[src/rtl/xfc_pkg.sv]
package xfc_pkg;

    // Field widths of the transactions and of the internal code records.
    localparam int VALUE_W = 64;
    localparam int BYTE_W  = 8;
    localparam int CODE_W  = 80;
    localparam int ACC_W   = CODE_W + BYTE_W;
    localparam int CNT_W   = 7;

    // Constants of the code format.
    localparam logic [CNT_W-1:0] WORD_BITS     = 7'd64;
    localparam logic [CNT_W-1:0] BYTE_BITS     = 7'd8;
    localparam logic [CNT_W-1:0] ZERO_BITS     = 7'd1;
    localparam logic [CNT_W-1:0] WIN_HDR_BITS  = 7'd2;
    localparam logic [CNT_W-1:0] NEW_HDR_BITS  = 7'd13;
    localparam logic [4:0]       LEAD_MAX      = 5'd31;

    // Control prefixes of the three code kinds.
    localparam logic       CTRL_ZERO   = 1'b0;
    localparam logic [1:0] CTRL_WINDOW = 2'b10;
    localparam logic [1:0] CTRL_NEW    = 2'b11;

    // One input transaction.
    typedef struct packed {
        logic [VALUE_W-1:0] value_bits;
        logic               end_of_block;
    } in_item_t;

    // One result transaction.
    typedef struct packed {
        logic [BYTE_W-1:0] packed_byte;
        logic              block_done;
    } out_item_t;

    // One variable-length code, left aligned, with its bit count.
    typedef struct packed {
        logic [CODE_W-1:0] bits;
        logic [CNT_W-1:0]  nbits;
        logic              last;
    } code_t;

endpackage

[src/rtl/xfc_front.sv]
module xfc_front
(
    input  logic             clk,
    input  logic             rst_n,
    input  logic             push,
    output logic             full,
    input  xfc_pkg::in_item_t sample,
    output logic             code_valid,
    input  logic             code_ready,
    output xfc_pkg::code_t   code
);

    // Leading zero count of one byte; the byte is known to be nonzero.
    function automatic logic [2:0] byte_lz(input logic [7:0] b);
        logic [2:0] n;
        logic       found;
        n = 3'd0;
        found = 1'b0;
        for (int i = 0; i < 8; i++)
        begin
            if (!found && b[7-i])
            begin
                n = 3'(i);
                found = 1'b1;
            end
        end
        return n;
    endfunction

    // Trailing zero count of one byte; the byte is known to be nonzero.
    function automatic logic [2:0] byte_tz(input logic [7:0] b);
        logic [2:0] n;
        logic       found;
        n = 3'd0;
        found = 1'b0;
        for (int i = 0; i < 8; i++)
        begin
            if (!found && b[i])
            begin
                n = 3'(i);
                found = 1'b1;
            end
        end
        return n;
    endfunction

    // Stream state kept by the front part.
    logic [63:0] prev_reg;
    logic [4:0]  wl_reg, wl_next;
    logic [5:0]  wt_reg, wt_next;
    logic        first_reg, first_next;

    // Stage 1: the XOR with the previous value.
    logic        s1_valid_reg;
    logic [63:0] s1_x_reg;
    logic        s1_last_reg;

    // Stage 2: zero counts of the XOR.
    logic        s2_valid_reg;
    logic [63:0] s2_x_reg;
    logic        s2_last_reg;
    logic        s2_zero_reg;
    logic [4:0]  s2_lead_reg;
    logic [5:0]  s2_trail_reg;

    logic        s1_ready, s2_ready, accept, write;
    logic [7:0]  byte_nz;
    logic [6:0]  lead_full;
    logic [5:0]  trail_calc;
    logic [4:0]  lead_calc;
    logic        lead_found, trail_found;
    logic        win_ok;
    logic [6:0]  win_width, new_len;

    // Pipeline flow: a stage moves when the one after it can take its content.
    assign write      = s2_valid_reg && code_ready;
    assign s2_ready   = !s2_valid_reg || code_ready;
    assign s1_ready   = !s1_valid_reg || s2_ready;
    assign full       = !s1_ready;
    assign accept     = push && s1_ready;
    assign code_valid = s2_valid_reg;

    // Zero counts of the XOR, byte by byte and then across the bytes.
    always_comb
    begin
        lead_full = 7'd0;
        trail_calc = 6'd0;
        lead_found = 1'b0;
        trail_found = 1'b0;
        for (int j = 0; j < 8; j++)
        begin
            byte_nz[j] = |s1_x_reg[8*j +: 8];
        end
        for (int k = 0; k < 8; k++)
        begin
            if (!lead_found && byte_nz[7-k])
            begin
                lead_full = 7'(8*k) + 7'(byte_lz(s1_x_reg[8*(7-k) +: 8]));
                lead_found = 1'b1;
            end
            if (!trail_found && byte_nz[k])
            begin
                trail_calc = 6'(8*k) + 6'(byte_tz(s1_x_reg[8*k +: 8]));
                trail_found = 1'b1;
            end
        end
        lead_calc = (lead_full > 7'(xfc_pkg::LEAD_MAX)) ? xfc_pkg::LEAD_MAX : lead_full[4:0];
    end

    // Classification and code assembly against the stored window.
    always_comb
    begin
        win_ok = !first_reg && (s2_lead_reg >= wl_reg) && (s2_trail_reg >= wt_reg);
        win_width = xfc_pkg::WORD_BITS - 7'(wl_reg) - 7'(wt_reg);
        new_len = xfc_pkg::WORD_BITS - 7'(s2_lead_reg) - 7'(s2_trail_reg);
        wl_next = wl_reg;
        wt_next = wt_reg;
        code.last = s2_last_reg;
        if (s2_zero_reg)
        begin
            code.bits = {xfc_pkg::CTRL_ZERO, 79'd0};
            code.nbits = xfc_pkg::ZERO_BITS;
        end
        else if (win_ok)
        begin
            code.bits = {xfc_pkg::CTRL_WINDOW, s2_x_reg << wl_reg, 14'd0};
            code.nbits = xfc_pkg::WIN_HDR_BITS + win_width;
        end
        else
        begin
            code.bits = {xfc_pkg::CTRL_NEW, s2_lead_reg, new_len[5:0],
                         s2_x_reg << s2_lead_reg, 3'd0};
            code.nbits = xfc_pkg::NEW_HDR_BITS + new_len;
            wl_next = s2_lead_reg;
            wt_next = s2_trail_reg;
        end
        first_next = 1'b0;
        if (s2_last_reg)
        begin
            wl_next = 5'd0;
            wt_next = 6'd0;
            first_next = 1'b1;
        end
    end

    // Control state and stream state.
    always_ff @(posedge clk or negedge rst_n)
    begin
        if (!rst_n)
        begin
            s1_valid_reg <= 1'b0;
            s2_valid_reg <= 1'b0;
            prev_reg     <= 64'd0;
            wl_reg       <= 5'd0;
            wt_reg       <= 6'd0;
            first_reg    <= 1'b1;
        end
        else
        begin
            if (s1_ready)
            begin
                s1_valid_reg <= accept;
            end
            if (s2_ready)
            begin
                s2_valid_reg <= s1_valid_reg;
            end
            if (accept)
            begin
                prev_reg <= sample.end_of_block ? 64'd0 : sample.value_bits;
            end
            if (write)
            begin
                wl_reg    <= wl_next;
                wt_reg    <= wt_next;
                first_reg <= first_next;
            end
        end
    end

    // Pipeline payload.
    always_ff @(posedge clk)
    begin
        if (accept)
        begin
            s1_x_reg    <= sample.value_bits ^ prev_reg;
            s1_last_reg <= sample.end_of_block;
        end
        if (s2_ready && s1_valid_reg)
        begin
            s2_x_reg     <= s1_x_reg;
            s2_last_reg  <= s1_last_reg;
            s2_zero_reg  <= !(|byte_nz);
            s2_lead_reg  <= lead_calc;
            s2_trail_reg <= trail_calc;
        end
    end

endmodule

[src/rtl/xfc_fifo.sv]
module xfc_fifo
#(
    parameter int DEPTH = 4
)
(
    input  logic           clk,
    input  logic           rst_n,
    input  logic           wr_en,
    input  xfc_pkg::code_t wr_data,
    output logic           full,
    input  logic           rd_en,
    output xfc_pkg::code_t rd_data,
    output logic           empty
);

    localparam int AW = $clog2(DEPTH);
    localparam int CW = $clog2(DEPTH + 1);

    xfc_pkg::code_t entry_reg [DEPTH];
    logic [AW-1:0]  wr_ptr_reg, rd_ptr_reg;
    logic [CW-1:0]  count_reg;

    assign full    = (count_reg == CW'(DEPTH));
    assign empty   = (count_reg == '0);
    assign rd_data = entry_reg[rd_ptr_reg];

    // Pointers and fill count.
    always_ff @(posedge clk or negedge rst_n)
    begin
        if (!rst_n)
        begin
            wr_ptr_reg <= '0;
            rd_ptr_reg <= '0;
            count_reg  <= '0;
        end
        else
        begin
            if (wr_en)
            begin
                wr_ptr_reg <= (wr_ptr_reg == AW'(DEPTH - 1)) ? '0 : wr_ptr_reg + 1'b1;
            end
            if (rd_en)
            begin
                rd_ptr_reg <= (rd_ptr_reg == AW'(DEPTH - 1)) ? '0 : rd_ptr_reg + 1'b1;
            end
            if (wr_en && !rd_en)
            begin
                count_reg <= count_reg + 1'b1;
            end
            else if (rd_en && !wr_en)
            begin
                count_reg <= count_reg - 1'b1;
            end
        end
    end

    // Entry storage.
    always_ff @(posedge clk)
    begin
        if (wr_en)
        begin
            entry_reg[wr_ptr_reg] <= wr_data;
        end
    end

endmodule

[src/rtl/xfc_back.sv]
module xfc_back
(
    input  logic               clk,
    input  logic               rst_n,
    input  logic               code_empty,
    input  xfc_pkg::code_t     code,
    output logic               code_rd,
    output logic               empty,
    input  logic               pop,
    output xfc_pkg::out_item_t result
);

    logic [xfc_pkg::ACC_W-1:0] acc_reg, acc_next;
    logic [xfc_pkg::CNT_W-1:0] cnt_reg, cnt_next;
    logic                      last_pending_reg, last_pending_next;
    logic                      out_valid_reg, out_valid_next;
    xfc_pkg::out_item_t        out_reg;
    logic                      slot_free, emit, load, done;

    assign empty  = !out_valid_reg;
    assign result = out_reg;

    // A byte leaves when eight bits wait, or when the block ends with fewer.
    assign slot_free = !out_valid_reg || pop;
    assign emit = slot_free && ((cnt_reg >= xfc_pkg::BYTE_BITS) ||
                                (last_pending_reg && (cnt_reg != '0)));
    assign load = !code_empty && (cnt_reg < xfc_pkg::BYTE_BITS) && !last_pending_reg;
    assign done = last_pending_reg && (cnt_reg <= xfc_pkg::BYTE_BITS);
    assign code_rd = load;

    // Bit accumulator: pending bits sit at the top, zeros below them.
    always_comb
    begin
        acc_next = acc_reg;
        cnt_next = cnt_reg;
        last_pending_next = last_pending_reg;
        out_valid_next = out_valid_reg && !pop;
        if (load)
        begin
            acc_next = acc_reg | ({code.bits, 8'd0} >> cnt_reg[2:0]);
            cnt_next = cnt_reg + code.nbits;
            last_pending_next = code.last;
        end
        else if (emit)
        begin
            acc_next = acc_reg << xfc_pkg::BYTE_W;
            cnt_next = (cnt_reg >= xfc_pkg::BYTE_BITS) ? cnt_reg - xfc_pkg::BYTE_BITS : '0;
            out_valid_next = 1'b1;
            if (done)
            begin
                last_pending_next = 1'b0;
            end
        end
    end

    // Control state.
    always_ff @(posedge clk or negedge rst_n)
    begin
        if (!rst_n)
        begin
            acc_reg          <= '0;
            cnt_reg          <= '0;
            last_pending_reg <= 1'b0;
            out_valid_reg    <= 1'b0;
        end
        else
        begin
            acc_reg          <= acc_next;
            cnt_reg          <= cnt_next;
            last_pending_reg <= last_pending_next;
            out_valid_reg    <= out_valid_next;
        end
    end

    // Output register payload.
    always_ff @(posedge clk)
    begin
        if (emit)
        begin
            out_reg.packed_byte <= acc_reg[xfc_pkg::ACC_W-1 -: xfc_pkg::BYTE_W];
            out_reg.block_done  <= done;
        end
    end

endmodule

[src/rtl/xor_float_stream_compressor.sv]
// XOR float stream compressor. Each input transaction carries the 64-bit
// pattern of one double; it is XORed with the previous value and coded as a
// single zero bit, a window code (10 and the bits inside the stored window)
// or a new-window code (11, 5-bit leading count, 6-bit length, the bits).
// The code stream leaves as bytes, most significant bit first, one result
// transaction per byte; the transaction marked end_of_block flushes a
// zero-padded partial byte, flags the last byte with block_done and returns
// the block to its reset state. An input is taken every cycle while the code
// queue has room; an accepted input passes the XOR stage, the zero-count stage
// and the code queue into the bit accumulator, and its first complete byte
// then goes through the output register to the result ports. The sustained
// rate is set by the byte-wide output register: a new code is loaded only
// while fewer than eight bits wait, so an item takes a load step and a byte
// step per byte it completes, from a repeated value up to a 77-bit code.
module xor_float_stream_compressor
#(
    parameter int FIFO_DEPTH = 4
)
(
    input  logic               clk,
    input  logic               rst_n,
    input  logic               push,
    output logic               full,
    input  xfc_pkg::in_item_t  sample,
    output logic               empty,
    input  logic               pop,
    output xfc_pkg::out_item_t result
);

    xfc_pkg::code_t wr_code, rd_code;
    logic           wr_valid, q_full, q_empty, q_rd;

    // Front part: XOR, zero counts and classification into codes.
    xfc_front u_front
    (
        .clk        (clk),
        .rst_n      (rst_n),
        .push       (push),
        .full       (full),
        .sample     (sample),
        .code_valid (wr_valid),
        .code_ready (!q_full),
        .code       (wr_code)
    );

    // Queue of codes between the two parts.
    xfc_fifo #(.DEPTH(FIFO_DEPTH)) u_fifo
    (
        .clk     (clk),
        .rst_n   (rst_n),
        .wr_en   (wr_valid && !q_full),
        .wr_data (wr_code),
        .full    (q_full),
        .rd_en   (q_rd),
        .rd_data (rd_code),
        .empty   (q_empty)
    );

    // Back part: bit packing into bytes.
    xfc_back u_back
    (
        .clk        (clk),
        .rst_n      (rst_n),
        .code_empty (q_empty),
        .code       (rd_code),
        .code_rd    (q_rd),
        .empty      (empty),
        .pop        (pop),
        .result     (result)
    );

endmodule
[config.mk]
export PLATFORM = sky130hd
export DESIGN_NAME = xor_float_stream_compressor
export DESIGN_NICKNAME = d
export VERILOG_FILES = /design/src/rtl/xfc_pkg.sv /design/src/rtl/xfc_front.sv /design/src/rtl/xfc_fifo.sv /design/src/rtl/xfc_back.sv /design/src/rtl/xor_float_stream_compressor.sv
export SDC_FILE = /design/constraint.sdc
export NUM_CORES = 1
export LEC_CHECK = 0
export ABC_CLOCK_PERIOD_IN_PS = 5190
export BUFFER_PORTS_ARGS = -buffer_cell sky130_fd_sc_hd__buf_2
export CAP_MARGIN = 10
export CORE_UTILIZATION = 57
export CTS_CLUSTER_DIAMETER = 30
export DETAILED_ROUTE_END_ITERATION = 6
export GPL_ROUTABILITY_DRIVEN = 0
export MAX_ROUTING_LAYER = met4
export PLACE_DENSITY_LB_ADDON = 0.08
export SLEW_MARGIN = 20
export SYNTH_ARGS = -nofsm -noshare
export SYNTH_HDL_FRONTEND = slang
export SYNTH_SLANG_ARGS = --single-unit
[constraint.sdc]
create_clock -name clk -period 5.19 [get_ports clk]
set_input_delay 0.519 -clock clk [delete_from_list [all_inputs] [get_ports clk]]
set_output_delay 0.519 -clock clk [all_outputs]
set_load 0.01 [all_outputs]
Word-level counts from Yosys, hierarchy flattened
Memory sizes are Yosys's and may differ from the RTL's. Index checks and enable logic that the tools add are counted.

Order comparisons: 6. Shift operators: 3. Bitwise logic cells: 2. Multiply operators: 0. Add/subtract/negate cells: 26. Reductions and logical operators: 297. Divide/modulo/power cells: 0. Mux-type cells: 406. Equality and inequality tests: 5.

Operators by type and width (number): $mux W1 (262); $mux W3 (84); $mux W88 (2); $logic_and A1 B1 Y1 (139); $logic_not A1 Y1 (138); $shl A64 B5 Y64 (2); $or A88 B88 Y88 (1); $shr A88 B3 Y88 (1); $mux W87 (1); $mux W86 (1); $mux W7 (10); $mux W2 (32); $mux W64 (1); $reduce_or A64 Y1 (1); $reduce_or A8 Y1 (8); $xor A64 B64 Y64 (1); $mux W6 (10); $add A6 B3 Y7 const A (4); $add A5 B3 Y6 const A (4); $mux W5 (3); $sub A7 B5 Y7 const A (2); $sub A7 B6 Y7 (2); $add A6 B3 Y6 const A (2); $add A4 B3 Y5 const A (2); other kinds (24) (32).

Flip-flop bits (word level): 333. Bits in read-only memories: 0. Memories kept: 1. Memory bits (writable): 352. Word-level logic and storage cells: 768. Bits in latches: 0.

Memory list: u_fifo.entry_reg (words 4, width 88, rd ports 1, clocked after Yosys merged registers in 0, write ports 1, line xfc_fifo.sv:19) `xfc_pkg::code_t entry_reg [DEPTH];`.

Longest topological paths before layout
Word-level depth: 54. Gate-level depth with buffers: 15. Mapped depth without buffers: 11.

Hierarchy
Synthesis repeated with hierarchy kept, for this count alone.

Cells, all modules: 2809. Area total of the unflattened synthesis: 37917.6 um^2.

Modules (own cells, without submodules): xfc_front (times used 1, area an instance 17606.9 um^2, cells an instance 1755); xfc_fifo (times used 1, area an instance 13202.7 um^2, cells an instance 497); xfc_back (times used 1, area an instance 7098.1 um^2, cells an instance 555); xor_float_stream_compressor (times used 1, area an instance 10.0 um^2, cells an instance 2).

Least setup slack after synthesis
Ideal clock, no wire load.

Path kind: flip-flop to flip-flop. Start: register u_fifo.count_reg[0]. End: register u_front.s2_last_reg, enable pin. Setup time: 0.522 ns. Slack: 0.576 ns. Buffers on the path: 0. Period minus slack after synthesis: 4.614 ns. Stages on the path, launching flop included: 4. Arrival time: 4.092 ns. Path through: dfrtp_1 nor2_1 and3_1 nor2b_1.

Longest elaborated chain between the ends: 4.

Ends and longest elaborated chain: start: declaration (line xfc_fifo.sv:21) `logic [CW-1:0] count_reg;`; start signal: assignment (line xfc_fifo.sv:48) `count_reg <= count_reg + 1'b1;`; start signal: assignment (line xfc_fifo.sv:52) `count_reg <= count_reg - 1'b1;`; $eq A3 B3 Y1 (line xfc_fifo.sv:23) `assign full = (count_reg == CW'(DEPTH));`; $logic_not A1 Y1 (line xor_float_stream_compressor.sv:42) `.code_ready (!q_full),`; $logic_or A1 B1 Y1 (line xfc_front.sv:77) `assign s2_ready = !s2_valid_reg || code_ready;`; $logic_and A1 B1 Y1 (line xfc_front.sv:189) `if (s2_ready && s1_valid_reg)`; end signal: assignment (line xfc_front.sv:192) `s2_last_reg <= s1_last_reg;`; end: declaration (line xfc_front.sv:61) `logic s2_last_reg;`.

Every way passes these cells. A chain may end at the register's enable or synchronous reset.

==> flow_summary_export.csv <==
group,metric,value,unit
timing,period_needed,3.88,ns
synthesis,synthFlopType,"edfxtp_1",
route,drc,4,
final_layout,final_nets,3197,
clock_network,h-tree-depth,4,
power_and_ir_drop,ir_drop,0.000371,V
synthesis,syn-num-nets,3144,
worst_setup_path,crit_fanout,32,
die,ios,80,
clock_network,clkSlewWorstSetupHoldPaths,0.05,ns
timing,final_hold_viol_count,0,
outcome,violations,"DRC",
timing,worst_slew_pin_slew,1.10,ns
placement,placedCellCount,3805,
die,initial_core_util,57.8,%
synthesis,yosysSeqAreaShare,50.3,%
worst_setup_path,worst_setup_path_end_kind,"flop",
worst_setup_path,crit_arrival,4.32,ns
timing,finClkSkew,0.0417,ns
die,die-area,68000,sq um
grt,antenna_found_initial,1,
placement,dp_hpwl,70.5,mm
synthesis,async_reset_ff_share,26.6,%
grt,grt_pass1_wl,154,mm
grt,grt_max_degree,98,
grt,overflow,0,
power_and_ir_drop,cellLeakagePower,0.0158,uW
die,die_w,261,um
worst_setup_path,slowest_delay,0.80,ns
worst_setup_path,critPathLaunchType,"flop",
placement,io_buffer_count,79,
timing,rsz0062_at_grt,"false",
grt,track_usage,30.9,%
final_layout,stdcell_count,4052,
final_layout,drive_above_1_share,26.1,%
route,dr.pass1.iters,7,
clock_network,cts-root-buf,"clkbuf_16",
route,vias,26700,
clock_network,clock_latency,0.73,ns
route,wirelength,101,mm
synthesis,synthCells,3026,
synthesis,synth.top_cell.area_share,38.6,%
clock_network,cts_tree,"done",
clock_network,post_cts_resized,0,
min_path,hp-class,"in -> reg",
worst_setup_path,crit_type,"reg -> reg",
synthesis,synthTopCellsByArea,"edfxtp_1, mux4_2, dfrtp_1, mux2_2, mux2i_1",
route,routedWlPerCell,24.8,um
worst_setup_path,worstPathRequired,5.63,ns
synthesis,yosysTopAreaCell,"edfxtp_1",
worst_setup_path,path_cells,"ha_1 -> nor3b_1 -> o21ai_0 -> a21oi_1 -> nor3_2 -> nand3_1 -> o221ai_1",
timing,relSlewSlack,25.3,%
synthesis,synth_edf_count,491,
timing,fmax,257,MHz
timing,maxSlewViolCount,0,
outcome,status,"finished, violations left",
worst_setup_path,cp_slowest_cell,"nor3_2",
synthesis,avgSynthCellArea,12.6,sq um
route,ant_nets,0,
run,maxCapViolations,0,
timing,setup_violations,0,
final_layout,num_antenna_cells,0,
clock_network,cts_buffers,134,
clock_network,clockBufferDepth,3,
timing,finalCritPeriodShare,74.8,%
timing,setup_tns,0,ns
final_layout,area_delta_synth_final,14.9,%
route,drt_iter0_markers,2693,
synthesis,yosys.cell_types.count,85,
clock_network,clock-sinks,669,
die,core,66000,sq um
final_layout,mostFrequentLayoutCells,"edfxtp_1, nor2_1, mux4_2, mux2_2, nand2_1",
final_layout,largest_register_ffs,340,
die,die_h,261,um
synthesis,syn_area,38200,sq um
route,avgViaCountPerCell,6.60,
synthesis,synth_seq_cells,669,
die,num_rows,94,
final_layout,final_common_cell,"edfxtp_1",
power_and_ir_drop,power.density,704,nW/um^2
grt,first_global_vias,26300,
synthesis,yosysWarnings,0,
[what timing repair did]
item / CTS / global route
hold buffers: 2 / 0
setup buffers: 0 / 0
hold endpoints to repair: 94 / 0
[stage by stage]
step	setup WS, ns	utilization, %	total power (uW)	cell area (sq um)	hold slack (ns)
after floorplan	0.576	-	18300	38200	0.223
after global placement	1.53	59.5	21800	39200	0.409
after detailed placement	1.42	59.5	22100	39200	0.412
after CTS	1.37	66.4	30700	43800	0.0149
after global routing	1.17	66.4	32300	43800	0.0438
final	1.31	66.4	30900	43800	0.0456
[per-layer routing]
layer / share of wire (%) / track usage (%) / up-vias
met5: 0 / - / -
met4: 4.2 / 13.1 / 0
met3: 7.7 / 5.96 / 334
met2: 47 / 46.8 / 1331
met1: 41 / 40.9 / 13200
li1: - / - / 11900
[report_power, final]
group	total (uW)	switching, uW	internal [uW]
combinational	13200	7740	5450
sequential	9150	1090	8060
clock	8510	2840	5680
total	30900	11700	19200
[kinds of logic after synthesis]
family,Yosys count,synth area share (%)
compound gates,545,9.44
xor+xnor,83,1.94
fa+ha+maj,49,1.69
buf+inv,283,3.08
flops,669,50.3
mux,597,24.0
simple gates,800,9.58
[path summary, 6_finish.rpt]
kind,from,end,slack (ns),cells after the start
max,u_front.wl_reg[0]$_DFFE_PN0P_,u_fifo.entry_reg[1][62]$_DFFE_PP_,1.31,7
min,push,u_front.s1_valid_reg$_DFFE_PN0N_,0.05,2
max in group asynchronous,rst_n,u_front.prev_reg[10]$_DFFE_PN0P_,3.78,3
max reg2reg,u_front.wl_reg[0]$_DFFE_PN0P_,u_fifo.entry_reg[1][62]$_DFFE_PP_,1.31,7
min in group asynchronous,rst_n,u_back.out_valid_reg$_DFF_PN0_,0.38,2
min reg2reg,u_front.s1_last_reg$_DFFE_PP_,u_front.s2_last_reg$_DFFE_PP_,0.41,0
[synth_stat cells, types with 88 or more instances]
cell type	n
mux4_2	232
clkbuf_1	128
o22ai_1	88
nor3_1	98
dfrtp_1	177
mux2_2	211
edfxtp_1	491
nand2_1	207
o21ai_0	125
a21oi_1	107
mux2i_1	154
nor2_1	304
[layout make-up]
type	instances	area [sq um]
well taps	864	1080
clock inverters	80	963
clock buffers	165	3590
fillers	4718	22200
multi-input cells	2074	17800
repair buffers	134	885
inverters	66	248
flip-flops and latches	669	19200
[worst max-delay path: cells and delay by family (launching register included)]
family,cells,cell delay [ns]
DFF,1,0.67
and+or+nand+nor,3,1.53
adders and majority gates,1,0.38
AOI/OAI and AO/OA,3,1.00
(Power assumes the default switching activity.)
